File: src/design/gss_pkg.sv
// gss_pkg: types, constants and helpers for the glyph sequence substituter.
// No dependencies.
package gss_pkg;

  localparam int MAX_KEY_LEN   = 4;
  localparam int TABLE_ENTRIES = 16;
  localparam int CHAR_W        = 16;
  localparam int COORD_W       = 16;
  localparam int KEY_W         = CHAR_W * MAX_KEY_LEN;
  localparam int LEN_W         = 3;
  localparam int TBL_AW        = (TABLE_ENTRIES > 1) ? $clog2(TABLE_ENTRIES) : 1;
  localparam int TBL_CW        = $clog2(TABLE_ENTRIES + 1);
  localparam int WIN_AW        = (MAX_KEY_LEN > 1) ? $clog2(MAX_KEY_LEN) : 1;
  localparam int WIN_CW        = $clog2(MAX_KEY_LEN + 1);

  localparam logic [1:0] OP_PUSH   = 2'd0;
  localparam logic [1:0] OP_LOAD   = 2'd1;
  localparam logic [1:0] OP_FLUSH  = 2'd2;
  localparam logic [1:0] OP_IGNORE = 2'd3;

  localparam logic [1:0] LS_NONE   = 2'd0;
  localparam logic [1:0] LS_STORED = 2'd1;
  localparam logic [1:0] LS_FULL   = 2'd2;

  typedef struct packed {
    logic signed [COORD_W-1:0] b;
    logic signed [COORD_W-1:0] r;
    logic signed [COORD_W-1:0] t;
    logic signed [COORD_W-1:0] l;
  } rect_t;

  typedef struct packed {
    logic [CHAR_W-1:0] repl;
    logic [LEN_W-1:0]  len;
    logic [KEY_W-1:0]  key;
  } tbl_entry_t;

  typedef enum logic [2:0] {
    ST_IDLE, ST_SCAN, ST_UNION, ST_REPL, ST_POP, ST_LOAD
  } gss_state_t;

  // mask covering the first len characters of a key
  function automatic logic [KEY_W-1:0] key_mask(input logic [LEN_W-1:0] len);
    logic [KEY_W-1:0] m;
    m = '0;
    for (int i = 0; i < MAX_KEY_LEN; i++) begin
      if (LEN_W'(i) < len) m[CHAR_W*i +: CHAR_W] = '1;
    end
    return m;
  endfunction

  // null rectangle: right = left - 1 and bottom = top - 1 (no wrap)
  function automatic logic rect_null(input rect_t a);
    logic signed [COORD_W:0] l1, t1, r1, b1;
    l1 = {a.l[COORD_W-1], a.l};
    t1 = {a.t[COORD_W-1], a.t};
    r1 = {a.r[COORD_W-1], a.r};
    b1 = {a.b[COORD_W-1], a.b};
    return (r1 == l1 - 2'sd1) && (b1 == t1 - 2'sd1);
  endfunction

  function automatic logic signed [COORD_W-1:0] smin(input logic signed [COORD_W-1:0] a,
                                                     input logic signed [COORD_W-1:0] b);
    return (a < b) ? a : b;
  endfunction

  function automatic logic signed [COORD_W-1:0] smax(input logic signed [COORD_W-1:0] a,
                                                     input logic signed [COORD_W-1:0] b);
    return (a > b) ? a : b;
  endfunction

  function automatic rect_t rect_join(input rect_t acc, input rect_t n);
    rect_t u;
    if (rect_null(acc)) begin
      u = n;
    end else if (rect_null(n)) begin
      u = acc;
    end else begin
      u.l = smin(smin(acc.l, acc.r), smin(n.l, n.r));
      u.r = smax(smax(acc.l, acc.r), smax(n.l, n.r));
      u.t = smin(smin(acc.t, acc.b), smin(n.t, n.b));
      u.b = smax(smax(acc.t, acc.b), smax(n.t, n.b));
    end
    return u;
  endfunction

endpackage

File: src/design/glyph_sequence_substituter.sv
// glyph_sequence_substituter: top level, window registers, table memory, sequencer.
// Depends on gss_pkg.
//
//  channel | ports             | tdata (low bit up)                          | tuser / tlast
//  --------+-------------------+---------------------------------------------+------------------
//  in      | in_tvalid/tready  | box_char, left, top, right, bottom,         | tuser: opcode
//          |                   | key_chars, key_length, pad                  |
//  out     | out_tvalid/tready | out_char, left, top, right, bottom          | tuser: was_replaced,
//          |                   |                                             | load_status; tlast
//
// A push or a load is taken while idle; then the table is scanned with one read per entry
// from the table memory, the boxes of a matched prefix are joined one at a time into the
// rectangle union, and the words are emitted, with a closing step in ST_POP when a push
// passes no front box. A flush repeats scan and emit per drained step, up to 4 times.
// rst_n clears the counts and the control; the table and window hold no reset.
// A stalled output word holds the sequencer; in_tready is high only when idle.
module glyph_sequence_substituter
  import gss_pkg::*;
(
  input  logic         clk,
  input  logic         rst_n,
  input  logic         in_tvalid,
  output logic         in_tready,
  // box_char[15:0] left[31:16] top[47:32] right[63:48] bottom[79:64]
  // key_chars[143:80] key_length[146:144] zero pad[151:147]
  input  logic [151:0] in_tdata,
  // opcode[1:0]
  input  logic [1:0]   in_tuser,
  output logic         out_tvalid,
  input  logic         out_tready,
  // out_char[15:0] left[31:16] top[47:32] right[63:48] bottom[79:64]
  output logic [79:0]  out_tdata,
  // was_replaced[0] load_status[2:1]
  output logic [2:0]   out_tuser,
  output logic         out_tlast
);

  // input fields
  logic [CHAR_W-1:0] in_char;
  rect_t             in_rect;
  logic [KEY_W-1:0]  in_key;
  logic [LEN_W-1:0]  in_len, in_len_sat;

  assign in_char    = in_tdata[15:0];
  assign in_rect.l  = in_tdata[31:16];
  assign in_rect.t  = in_tdata[47:32];
  assign in_rect.r  = in_tdata[63:48];
  assign in_rect.b  = in_tdata[79:64];
  assign in_key     = in_tdata[143:80];
  assign in_len     = in_tdata[146:144];
  assign in_len_sat = (in_len > LEN_W'(MAX_KEY_LEN)) ? LEN_W'(MAX_KEY_LEN) : in_len;

  // control state
  gss_state_t        state_r, state_nxt;
  logic [WIN_CW-1:0] win_cnt_r, win_cnt_nxt;
  logic [TBL_CW-1:0] tbl_cnt_r, tbl_cnt_nxt;
  logic [LEN_W-1:0]  longest_r, longest_nxt;
  logic              rd_vld_r, rd_vld_nxt;
  logic              out_vld_r, out_vld_nxt;

  // payload state
  logic [CHAR_W-1:0] win_char_r [MAX_KEY_LEN];
  logic [CHAR_W-1:0] win_char_nxt [MAX_KEY_LEN];
  rect_t             win_rect_r [MAX_KEY_LEN];
  rect_t             win_rect_nxt [MAX_KEY_LEN];
  logic              is_load_r, is_load_nxt;
  logic              flush_r, flush_nxt;
  logic              pop_r, pop_nxt;
  logic [KEY_W-1:0]  ld_key_r, ld_key_nxt;
  logic [LEN_W-1:0]  ld_len_r, ld_len_nxt;
  logic [CHAR_W-1:0] ld_char_r, ld_char_nxt;
  logic [TBL_CW-1:0] scan_addr_r, scan_addr_nxt;
  logic [LEN_W-1:0]  best_len_r, best_len_nxt;   // zero: no match yet
  logic [CHAR_W-1:0] best_repl_r, best_repl_nxt;
  logic              hit_r, hit_nxt;
  logic [TBL_AW-1:0] hit_idx_r, hit_idx_nxt;
  logic [WIN_AW-1:0] uj_r, uj_nxt;
  rect_t             acc_r, acc_nxt;
  logic [CHAR_W-1:0] o_char_r, o_char_nxt;
  rect_t             o_rect_r, o_rect_nxt;
  logic              o_repl_r, o_repl_nxt;
  logic [1:0]        o_stat_r, o_stat_nxt;
  logic              o_last_r, o_last_nxt;

  // table memory
  tbl_entry_t        tbl_mem [TABLE_ENTRIES];
  tbl_entry_t        tbl_rd_r;
  logic              tbl_we;
  logic [TBL_AW-1:0] tbl_wa;
  tbl_entry_t        tbl_wd;

  always_ff @(posedge clk) begin
    if (tbl_we) tbl_mem[tbl_wa] <= tbl_wd;
    tbl_rd_r <= tbl_mem[scan_addr_r[TBL_AW-1:0]];
  end

  // window prefix as a key, first char in low bits
  logic [KEY_W-1:0] win_key;
  always_comb begin
    for (int i = 0; i < MAX_KEY_LEN; i++) win_key[CHAR_W*i +: CHAR_W] = win_char_r[i];
  end

  logic out_free;
  assign out_free  = !out_vld_r || out_tready;
  assign in_tready = (state_r == ST_IDLE);

  always_comb begin
    logic [WIN_CW-1:0] drop_k;
    logic              do_drop;
    logic [WIN_CW:0]   src;
    logic [WIN_CW-1:0] rem;
    logic              scan_more;
    logic              scan_done;

    state_nxt     = state_r;
    win_cnt_nxt   = win_cnt_r;
    tbl_cnt_nxt   = tbl_cnt_r;
    longest_nxt   = longest_r;
    rd_vld_nxt    = 1'b0;
    out_vld_nxt   = out_vld_r && !out_tready;
    win_char_nxt  = win_char_r;
    win_rect_nxt  = win_rect_r;
    is_load_nxt   = is_load_r;
    flush_nxt     = flush_r;
    pop_nxt       = pop_r;
    ld_key_nxt    = ld_key_r;
    ld_len_nxt    = ld_len_r;
    ld_char_nxt   = ld_char_r;
    scan_addr_nxt = scan_addr_r;
    best_len_nxt  = best_len_r;
    best_repl_nxt = best_repl_r;
    hit_nxt       = hit_r;
    hit_idx_nxt   = hit_idx_r;
    uj_nxt        = uj_r;
    acc_nxt       = acc_r;
    o_char_nxt    = o_char_r;
    o_rect_nxt    = o_rect_r;
    o_repl_nxt    = o_repl_r;
    o_stat_nxt    = o_stat_r;
    o_last_nxt    = o_last_r;
    tbl_we        = 1'b0;
    tbl_wa        = hit_idx_r;
    tbl_wd        = '{repl: ld_char_r, len: ld_len_r, key: ld_key_r};
    drop_k        = '0;
    do_drop       = 1'b0;
    src           = '0;
    rem           = '0;
    scan_more     = scan_addr_r < tbl_cnt_r;
    scan_done     = !scan_more && !rd_vld_r;

    unique case (state_r)
      ST_IDLE: begin
        scan_addr_nxt = '0;
        best_len_nxt  = '0;
        hit_nxt       = 1'b0;
        if (in_tvalid) begin
          unique case (in_tuser)
            OP_PUSH: begin
              is_load_nxt = 1'b0;
              flush_nxt   = 1'b0;
              if (win_cnt_r < WIN_CW'(MAX_KEY_LEN)) begin
                win_char_nxt[win_cnt_r[WIN_AW-1:0]] = in_char;
                win_rect_nxt[win_cnt_r[WIN_AW-1:0]] = in_rect;
                win_cnt_nxt = win_cnt_r + 1'b1;
              end
              pop_nxt   = LEN_W'(win_cnt_nxt) >= longest_r;
              state_nxt = ST_SCAN;
            end
            OP_LOAD: begin
              is_load_nxt = 1'b1;
              ld_len_nxt  = in_len_sat;
              ld_key_nxt  = in_key & key_mask(in_len_sat);
              ld_char_nxt = in_char;
              state_nxt   = ST_SCAN;
            end
            OP_FLUSH: begin
              if (win_cnt_r != '0) begin
                is_load_nxt = 1'b0;
                flush_nxt   = 1'b1;
                pop_nxt     = 1'b1;
                state_nxt   = ST_SCAN;
              end
            end
            default: ;
          endcase
        end
      end

      ST_SCAN: begin
        if (scan_more) begin
          rd_vld_nxt    = 1'b1;
          scan_addr_nxt = scan_addr_r + 1'b1;
        end
        if (rd_vld_r) begin
          if (is_load_r) begin
            if (tbl_rd_r.len == ld_len_r && tbl_rd_r.key == ld_key_r) begin
              hit_nxt     = 1'b1;
              hit_idx_nxt = TBL_AW'(scan_addr_r - 1'b1);
            end
          end else if (tbl_rd_r.len != '0 && tbl_rd_r.len <= LEN_W'(win_cnt_r) &&
                       (best_len_r == '0 || tbl_rd_r.len < best_len_r) &&
                       tbl_rd_r.key == (win_key & key_mask(tbl_rd_r.len))) begin
            best_len_nxt  = tbl_rd_r.len;
            best_repl_nxt = tbl_rd_r.repl;
          end
        end
        if (scan_done) begin
          if (is_load_r) begin
            state_nxt = ST_LOAD;
          end else if (best_len_r != '0) begin
            acc_nxt   = '{l: '0, t: '0, r: '1, b: '1};
            uj_nxt    = '0;
            state_nxt = ST_UNION;
          end else begin
            state_nxt = ST_POP;
          end
        end
      end

      ST_UNION: begin
        acc_nxt = rect_join(acc_r, win_rect_r[uj_r]);
        if (LEN_W'(uj_r) == best_len_r - 1'b1) state_nxt = ST_REPL;
        else uj_nxt = uj_r + 1'b1;
      end

      ST_REPL: begin
        if (out_free) begin
          rem         = win_cnt_r - WIN_CW'(best_len_r);
          out_vld_nxt = 1'b1;
          o_char_nxt  = best_repl_r;
          o_rect_nxt  = acc_r;
          o_repl_nxt  = 1'b1;
          o_stat_nxt  = LS_NONE;
          o_last_nxt  = flush_r ? (rem == '0) : !(pop_r && rem != '0);
          drop_k      = WIN_CW'(best_len_r);
          do_drop     = 1'b1;
          state_nxt   = ST_POP;
        end
      end

      ST_POP: begin
        if (pop_r && win_cnt_r != '0) begin
          if (out_free) begin
            rem         = win_cnt_r - 1'b1;
            out_vld_nxt = 1'b1;
            o_char_nxt  = win_char_r[0];
            o_rect_nxt  = win_rect_r[0];
            o_repl_nxt  = 1'b0;
            o_stat_nxt  = LS_NONE;
            o_last_nxt  = flush_r ? (rem == '0) : 1'b1;
            drop_k      = WIN_CW'(1);
            do_drop     = 1'b1;
            scan_addr_nxt = '0;
            best_len_nxt  = '0;
            state_nxt   = (flush_r && rem != '0) ? ST_SCAN : ST_IDLE;
          end
        end else begin
          state_nxt = ST_IDLE;
        end
      end

      ST_LOAD: begin
        if (out_free) begin
          o_stat_nxt = LS_FULL;
          if (hit_r) begin
            tbl_we     = 1'b1;
            o_stat_nxt = LS_STORED;
          end else if (tbl_cnt_r < TBL_CW'(TABLE_ENTRIES)) begin
            tbl_we      = 1'b1;
            tbl_wa      = tbl_cnt_r[TBL_AW-1:0];
            tbl_cnt_nxt = tbl_cnt_r + 1'b1;
            o_stat_nxt  = LS_STORED;
          end
          if (tbl_we && ld_len_r > longest_r) longest_nxt = ld_len_r;
          out_vld_nxt = 1'b1;
          o_char_nxt  = '0;
          o_rect_nxt  = '0;
          o_repl_nxt  = 1'b0;
          o_last_nxt  = 1'b1;
          state_nxt   = ST_IDLE;
        end
      end

      default: state_nxt = ST_IDLE;
    endcase

    // shift the window forward by drop_k boxes
    if (do_drop) begin
      for (int i = 0; i < MAX_KEY_LEN; i++) begin
        src = (WIN_CW + 1)'(i) + {1'b0, drop_k};
        if (src < (WIN_CW + 1)'(MAX_KEY_LEN)) begin
          win_char_nxt[i] = win_char_r[src[WIN_AW-1:0]];
          win_rect_nxt[i] = win_rect_r[src[WIN_AW-1:0]];
        end
      end
      win_cnt_nxt = win_cnt_r - drop_k;
    end
  end

  always_ff @(posedge clk) begin
    if (!rst_n) begin
      state_r   <= ST_IDLE;
      win_cnt_r <= '0;
      tbl_cnt_r <= '0;
      longest_r <= '0;
      rd_vld_r  <= 1'b0;
      out_vld_r <= 1'b0;
    end else begin
      state_r   <= state_nxt;
      win_cnt_r <= win_cnt_nxt;
      tbl_cnt_r <= tbl_cnt_nxt;
      longest_r <= longest_nxt;
      rd_vld_r  <= rd_vld_nxt;
      out_vld_r <= out_vld_nxt;
    end
  end

  always_ff @(posedge clk) begin
    win_char_r  <= win_char_nxt;
    win_rect_r  <= win_rect_nxt;
    is_load_r   <= is_load_nxt;
    flush_r     <= flush_nxt;
    pop_r       <= pop_nxt;
    ld_key_r    <= ld_key_nxt;
    ld_len_r    <= ld_len_nxt;
    ld_char_r   <= ld_char_nxt;
    scan_addr_r <= scan_addr_nxt;
    best_len_r  <= best_len_nxt;
    best_repl_r <= best_repl_nxt;
    hit_r       <= hit_nxt;
    hit_idx_r   <= hit_idx_nxt;
    uj_r        <= uj_nxt;
    acc_r       <= acc_nxt;
    o_char_r    <= o_char_nxt;
    o_rect_r    <= o_rect_nxt;
    o_repl_r    <= o_repl_nxt;
    o_stat_r    <= o_stat_nxt;
    o_last_r    <= o_last_nxt;
  end

  assign out_tvalid = out_vld_r;
  assign out_tdata  = {o_rect_r.b, o_rect_r.r, o_rect_r.t, o_rect_r.l, o_char_r};
  assign out_tuser  = {o_stat_r, o_repl_r};
  assign out_tlast  = o_last_r;

endmodule

File: config.mk
export PLATFORM = sky130hd
export DESIGN_NAME = glyph_sequence_substituter
export DESIGN_NICKNAME = d
export VERILOG_FILES = /design/src/design/gss_pkg.sv /design/src/design/glyph_sequence_substituter.sv
export SDC_FILE = /design/constraint.sdc
export NUM_CORES = 2
export LEC_CHECK = 0
export CORE_ASPECT_RATIO = 0.5
export CORE_UTILIZATION = 40
export DETAILED_ROUTE_END_ITERATION = 10
export DONT_BUFFER_PORTS = 1
export MAX_ROUTING_LAYER = met4
export PLACE_DENSITY = 0.52
export SETUP_SLACK_MARGIN = 0.05
export SYNTH_ARGS = -nofsm -noshare
export SYNTH_HDL_FRONTEND = slang
export SYNTH_SLANG_ARGS = --single-unit
File: constraint.sdc
create_clock -name clk -period 22.5 [get_ports clk]
set_input_delay 1.125 -clock clk [delete_from_list [all_inputs] [get_ports clk]]
set_output_delay 1.125 -clock clk [all_outputs]
set_load 0.05 [all_outputs]
* Word level (Yosys, flattened, before mapping) *
Memory sizes are Yosys's and may differ from the RTL's. A register that Yosys moved wholly into a read port is not among the register bits.
Index checks and enable logic that the tools add are counted.

storage, ports and cells
  bits in registers = 601
  bits in writable memories = 1,328
  input port bits = 158
  output and inout port bits = 86
  word-level logic and storage cells = 405
  memories kept = 1

operators by class
  add/sub/neg operators = 16
  magnitude comparators = 39
  equal/unequal tests = 35
  multiplexer cells = 195
  bitwise gates (word level) = 10
  reductions and logical operators = 59

memories
  memory   depth  width  read ports  clocked after memory_dff  write ports  RTL line                          text
  tbl_mem  16     83     1           1                         1            glyph_sequence_substituter.sv:86  tbl_entry_t tbl_mem [TABLE_ENTRIES];

operators by type and width
  kind                                                count
  two-way mux 64 bit                                  29
  two-way mux 256 bit                                 5
  two-way mux 16 bit                                  61
  binary-select mux 64 bit (select 2 bit)             5
  bitwise mux 256 bit                                 1
  one-hot mux 64 bit (3 select lines)                 1
  bitwise AND 64 bit                                  2
  binary-select mux 16 bit (select 2 bit)             4
  demux 64 bit (select 2 bit)                         1
  equality test 64 bit                                2
  one-hot mux 64 bit (2 select lines)                 1
  > comparator 16 bit                                 6
  less-than comparator 16 bit                         6
  two-way mux 3 bit                                   24
  equality test 16 x 17 -> 1 bit                      4
  subtractor 16 x 2 -> 17 bit, second input constant  4
  bitwise mux 64 bit                                  1
  one-hot mux 16 bit (3 select lines)                 1
  demux 16 bit (select 2 bit)                         1
  != test 2 bit, second input constant                16
  two-way mux 1 bit                                   29
  AND reduction 4 bit                                 7
  nonzero test 3 bit                                  8
  >= comparator 3 bit, second input constant          6
  other kinds (54)                                    129

* Longest topological paths before layout *
  word-level depth = 12
  depth in mapped cells = 29
  depth with buffers taken out = 22

* Worst setup path after synthesis *
No wires, ideal clock.

  path kind = register to register
  start = register uj_r[0]
  end = register acc_r[53] in the netlist's numbering, data pin
  setup time = 0.267 ns
  arrival time = 6.982 ns
  required time = 22.233 ns
  setup slack = 15.251 ns
  cell stages (with the launch flop) = 30
  buffers on the path = 8
  period minus slack after synthesis = 7.249 ns
  path through = edfxtp_1 -> buf_2 -> buf_4 -> buf_4 -> buf_4 -> buf_4 -> buf_2 -> mux4_2 -> inv_1 -> ha_1 -> nand4_1 -> nor2_1 -> a221oi_1 -> o211ai_2 -> xor2_1 -> a21oi_1 -> buf_2 -> mux2i_1 -> inv_1 -> ha_1 -> nor2b_1 -> o21a_1 -> o21ai_0 -> nand2b_1 -> a21oi_1 -> o21ai_0 -> o21ai_1 -> clkbuf_1 -> mux2i_1 -> o21ai_0

on the way
  word-level cells in the longest chain between the ends = 11

RTL lines
  element                                                  RTL line                           text
  from (decl)                                              glyph_sequence_substituter.sv:77   logic [WIN_AW-1:0] uj_r, uj_nxt;
  from (signal assigned)                                   glyph_sequence_substituter.sv:332  uj_r <= uj_nxt;
  NOT 2 -> 3 bit (implied by the code) *                   glyph_sequence_substituter.sv:221  acc_nxt = rect_join(acc_r, win_rect_r[uj_r]);
  binary-select mux 64 bit (select 2 bit) *                glyph_sequence_substituter.sv:221
  two-way mux 64 bit (implied by the code) * (2 in a row)  glyph_sequence_substituter.sv:221
  > comparator 16 bit                                      gss_pkg.sv:69                      return (a > b) ? a : b;
  two-way mux 16 bit                                       gss_pkg.sv:69
  > comparator 16 bit                                      gss_pkg.sv:69
  two-way mux 16 bit                                       gss_pkg.sv:69
  two-way mux 64 bit                                       gss_pkg.sv:76                      end else if (rect_null(n)) begin
  two-way mux 64 bit *                                     gss_pkg.sv:74                      if (rect_null(acc)) begin
  one-hot mux 64 bit (2 select lines) *                    glyph_sequence_substituter.sv:151  unique case (state_r)
  to (signal assigned)                                     glyph_sequence_substituter.sv:333  acc_r <= acc_nxt;
  to (decl)                                                glyph_sequence_substituter.sv:78   rect_t acc_r, acc_nxt;

Mark *: on every way between the ends. The rest lies on a longest branch, timed or not. The select of a mux whose other input is x is not followed.
A chain may end at the register's enable or synchronous reset.

* Final worst setup path *
  start = register uj_r[0]
  end = register acc_r[28] in the netlist's numbering, data pin

on the way
  word-level cells in the longest chain between the ends = 11

RTL lines
  element                                                  RTL line                           text
  NOT 2 -> 3 bit (implied by the code) *                   glyph_sequence_substituter.sv:221
  binary-select mux 64 bit (select 2 bit) *                glyph_sequence_substituter.sv:221
  two-way mux 64 bit (implied by the code) * (2 in a row)  glyph_sequence_substituter.sv:221
  less-than comparator 16 bit                              gss_pkg.sv:64                      return (a < b) ? a : b;
  two-way mux 16 bit                                       gss_pkg.sv:64
  less-than comparator 16 bit                              gss_pkg.sv:64
  two-way mux 16 bit                                       gss_pkg.sv:64
  two-way mux 64 bit                                       gss_pkg.sv:76
  two-way mux 64 bit *                                     gss_pkg.sv:74
  one-hot mux 64 bit (2 select lines) *                    glyph_sequence_substituter.sv:151

Marked as above.

==> metrics.yaml <==
outcome: "finished, final reports clean"
ctsHtreeMaxLevel: 4
r2r_start: "uj_r[0]"
wire_per_inst_um: 31.1
tightestPinTransition_ns: 1.36
grt_pass1_wl_um: 427000
startpoint_type: "register"
cts_buffers: 193
grt_start_max_net_pins: 100
synth_warnings: 0
critPathLaunch: "uj_r[0]"
postCtsSetupBuffers: 0
die_w_um: 683
die_y_um: 342
grt_pass1_vias: 58100
yosysTopAreaCellShare: 0.516
rrSetupSlack_ns: 13.91
io_pins: 244
port_buffers: 0
slew_violations: 0
leakage_nw: 35.5
hold_viol_final: 0
fin_tns_setup_ns: 0
skew_ns: 0.0679
syn_area_per_cell_sq_um: 14.2
ys_types: 81
synth_area_leader_cell: "edfxtp_1"
cts.hold.buffers_added: 0
cts_buffer_depth: 4
vdd_ir_drop_max_mv: 0.213
drt-total-wl_um: 301000
synth_edf_count: 1593
drt_iter0_drc: 5426
ant_nets: 0
min_delay_path_depth: 0
drive_gt1_frac: 0.153
clk_latency_ns: 0.89
route.met3.wl_um: 16900
cts_tree: "yes"
period_share: 0.382
yosysSeqAreaShare: 0.606
endpoint: "acc_r[28]"
worstPathMaxFanout: 33
coreArea_sq_um: 229000
rr_endpoint: "acc_r[28]"
synthFlopType: "edfxtp_1"
final_nets: 6768
gp_congestion: 0.937
num_rows: 124
via_count: 58100
area_growth_pct: 10.4
die_area_sq_um: 234000
synthCells: 6542
top_layer: "met4"
relSlewSlack: 0.0913
antenna_found_initial: 9
grt-ovfl-total: 0
path_class: "reg2reg"
postCtsResizedCells: 0
crit_required_ns: 23.07
final_common_cell: "edfxtp_1"
syn_area_sq_um: 92700
grt_usage: 0.261
dp_hpwl_um: 185000
start_util: 0.404
final-setup-viol-count: 0
synth_area_leaders: "edfxtp_1 (52%), mux4_2 (12%), dfxtp_1 (9.0%)"
rr_worst_depth: 21
cts.sinks: 2012
end_kind: "register"
rsz0062_at_grt: "no"
synth_seq_cells: 2012
fillers: 20200
placed_area_sq_um: 96200
clkTransAtPathRegs_ns: 0.07
final_area_sq_um: 102000
power_density_nw_per_um2: 132
syn_nets: 6862
finalCriticalPeriod_ns: 8.59
met1_length_um: 134000
final_cell_mix: "edfxtp_1 (1593), mux2i_1 (659), nand2_1 (503)"
fmax_mhz: 116
dr.pass1.iters: 6
maxCapViolCount: 0
wl_met2_um: 142000
drc: 0
hold_path_class: "in2reg"
ctsRootBufferMaster: "clkbuf_16"
viasPerCell: 5.99
async_flop_share: 0
cp.arrival_ns: 9.15
[worst min-delay path by stage]
stage	startpoint	endpoint	slack (ns)
after floorplan	tbl_rd_r[67]	best_repl_r[0]	0.39
after global placement	tbl_rd_r[74]	best_repl_r[7]	0.39
after detailed placement	tbl_rd_r[76]	best_repl_r[9]	0.39
after CTS	in_tdata[0]	ld_char_r[0]	0.27
after global routing	in_tdata[0]	ld_char_r[0]	0.28
final	in_tdata[1]	ld_char_r[1]	0.33
[Yosys cell counts, types with 13 or more instances]
cell      count
dfxtp_1     419
nand4_1      57
mux2_2       62
inv_1       220
a31oi_1     105
nor2_1      489
a32o_1       78
buf_1        59
mux4_2      478
nor4_1       29
a211oi_2     16
xnor2_1     127
ha_1        161
nand2_1     511
nand2b_1     38
nor3_1       72
and3_1       15
mux2i_1     659
nor2b_1      72
o21a_1       15
a21o_1       21
xor2_1       35
edfxtp_1   1593
nand3_1      64
buf_2        13
a21oi_1     315
o22ai_1      96
clkbuf_1    307
o21ai_0     161
and2_1       28
a211oi_1     17
a2bb2o_1     14
[critical path, cell delays in order (launching register included)]
cell,delay (ns)
edfxtp_1,0.35
buf_4,0.67
buf_4,0.63
mux4_2,0.74
ha_1,0.37
nand4_1,0.19
nor4_1,0.51
o21ai_0,0.23
o211ai_2,0.25
xor2_1,0.61
buf_4,0.38
nor2_1,0.06
a21oi_1,0.21
ha_1,0.30
a21o_1,0.16
a211oi_1,0.23
nor2_1,0.08
o41ai_1,0.51
mux2i_1,0.53
o21a_1,0.71
mux2i_1,0.22
a2bb2o_1,0.31
[final cells by class]
type	instances	area (sq um)	share of cell area
tap	3087	3860	0.0377
clock inverter	89	772	0.00754
sequential	2012	56200	0.549
multi-input combinational	3912	34400	0.336
antenna	3	7.51	0.0000733
clock buffer	261	5330	0.0521
inverter	222	841	0.00821
timing repair buffer	107	878	0.00858
[registers in the layout (all words and copies together) (netlist names), 3 cells and up]
| signal | count |
|---|---|
| acc_r | 64 |
| best_len_r | 3 |
| best_repl_r | 16 |
| hit_idx_r | 4 |
| ld_char_r | 16 |
| ld_key_r | 64 |
| ld_len_r | 3 |
| longest_r | 3 |
| o_char_r | 16 |
| out_tdata | 64 |
| scan_addr_r | 5 |
| state_r | 3 |
| tbl_cnt_r | 5 |
| tbl_mem | 1328 |
| tbl_rd_r | 83 |
| win_char_r | 64 |
| win_cnt_r | 3 |
| win_rect_r | 256 |
[per-stage QoR]
stage | utilization | hold slack [ns] | power, mW | worst slack [ns] | instances
global route | 0.446 | 0.279 | 14.1 | 13.30 | 9691
global placement | 0.419 | 0.386 | 10.2 | 13.97 | 9340
finish | 0.446 | 0.333 | 13.5 | 13.91 | 9693
floorplan | - | 0.386 | 8.54 | 15.25 | 6542
detailed placement | 0.419 | 0.391 | 10.3 | 13.94 | 9340
CTS | 0.446 | 0.267 | 13.5 | 13.89 | 9690
[report_power, final]
| part | switching (mW) | total (mW) | internal, mW |
|---|---|---|---|
| logic | 2.94 | 5.09 | 2.15 |
| clock network | 1.46 | 3.25 | 1.79 |
| registers | 0.693 | 5.14 | 4.45 |
[cells by family after synthesis]
kind of cell | synth area share
AO/OA/AOI/OAI | 0.0657
XOR/XNOR | 0.0153
adder cells (fa/ha/maj) | 0.0219
buffers and inverters | 0.0261
flip-flops | 0.606
multiplexers | 0.195
AND/OR/NAND/NOR | 0.0699
[metal layers]
metal | track usage | vias to the layer above
li1 | - | 25100
met1 | 0.359 | 30500
met2 | 0.408 | 2045
met3 | 0.0326 | 456
met4 | 0.0759 | 0
met5 | - | -
Power figures use the tool's default switching activity.
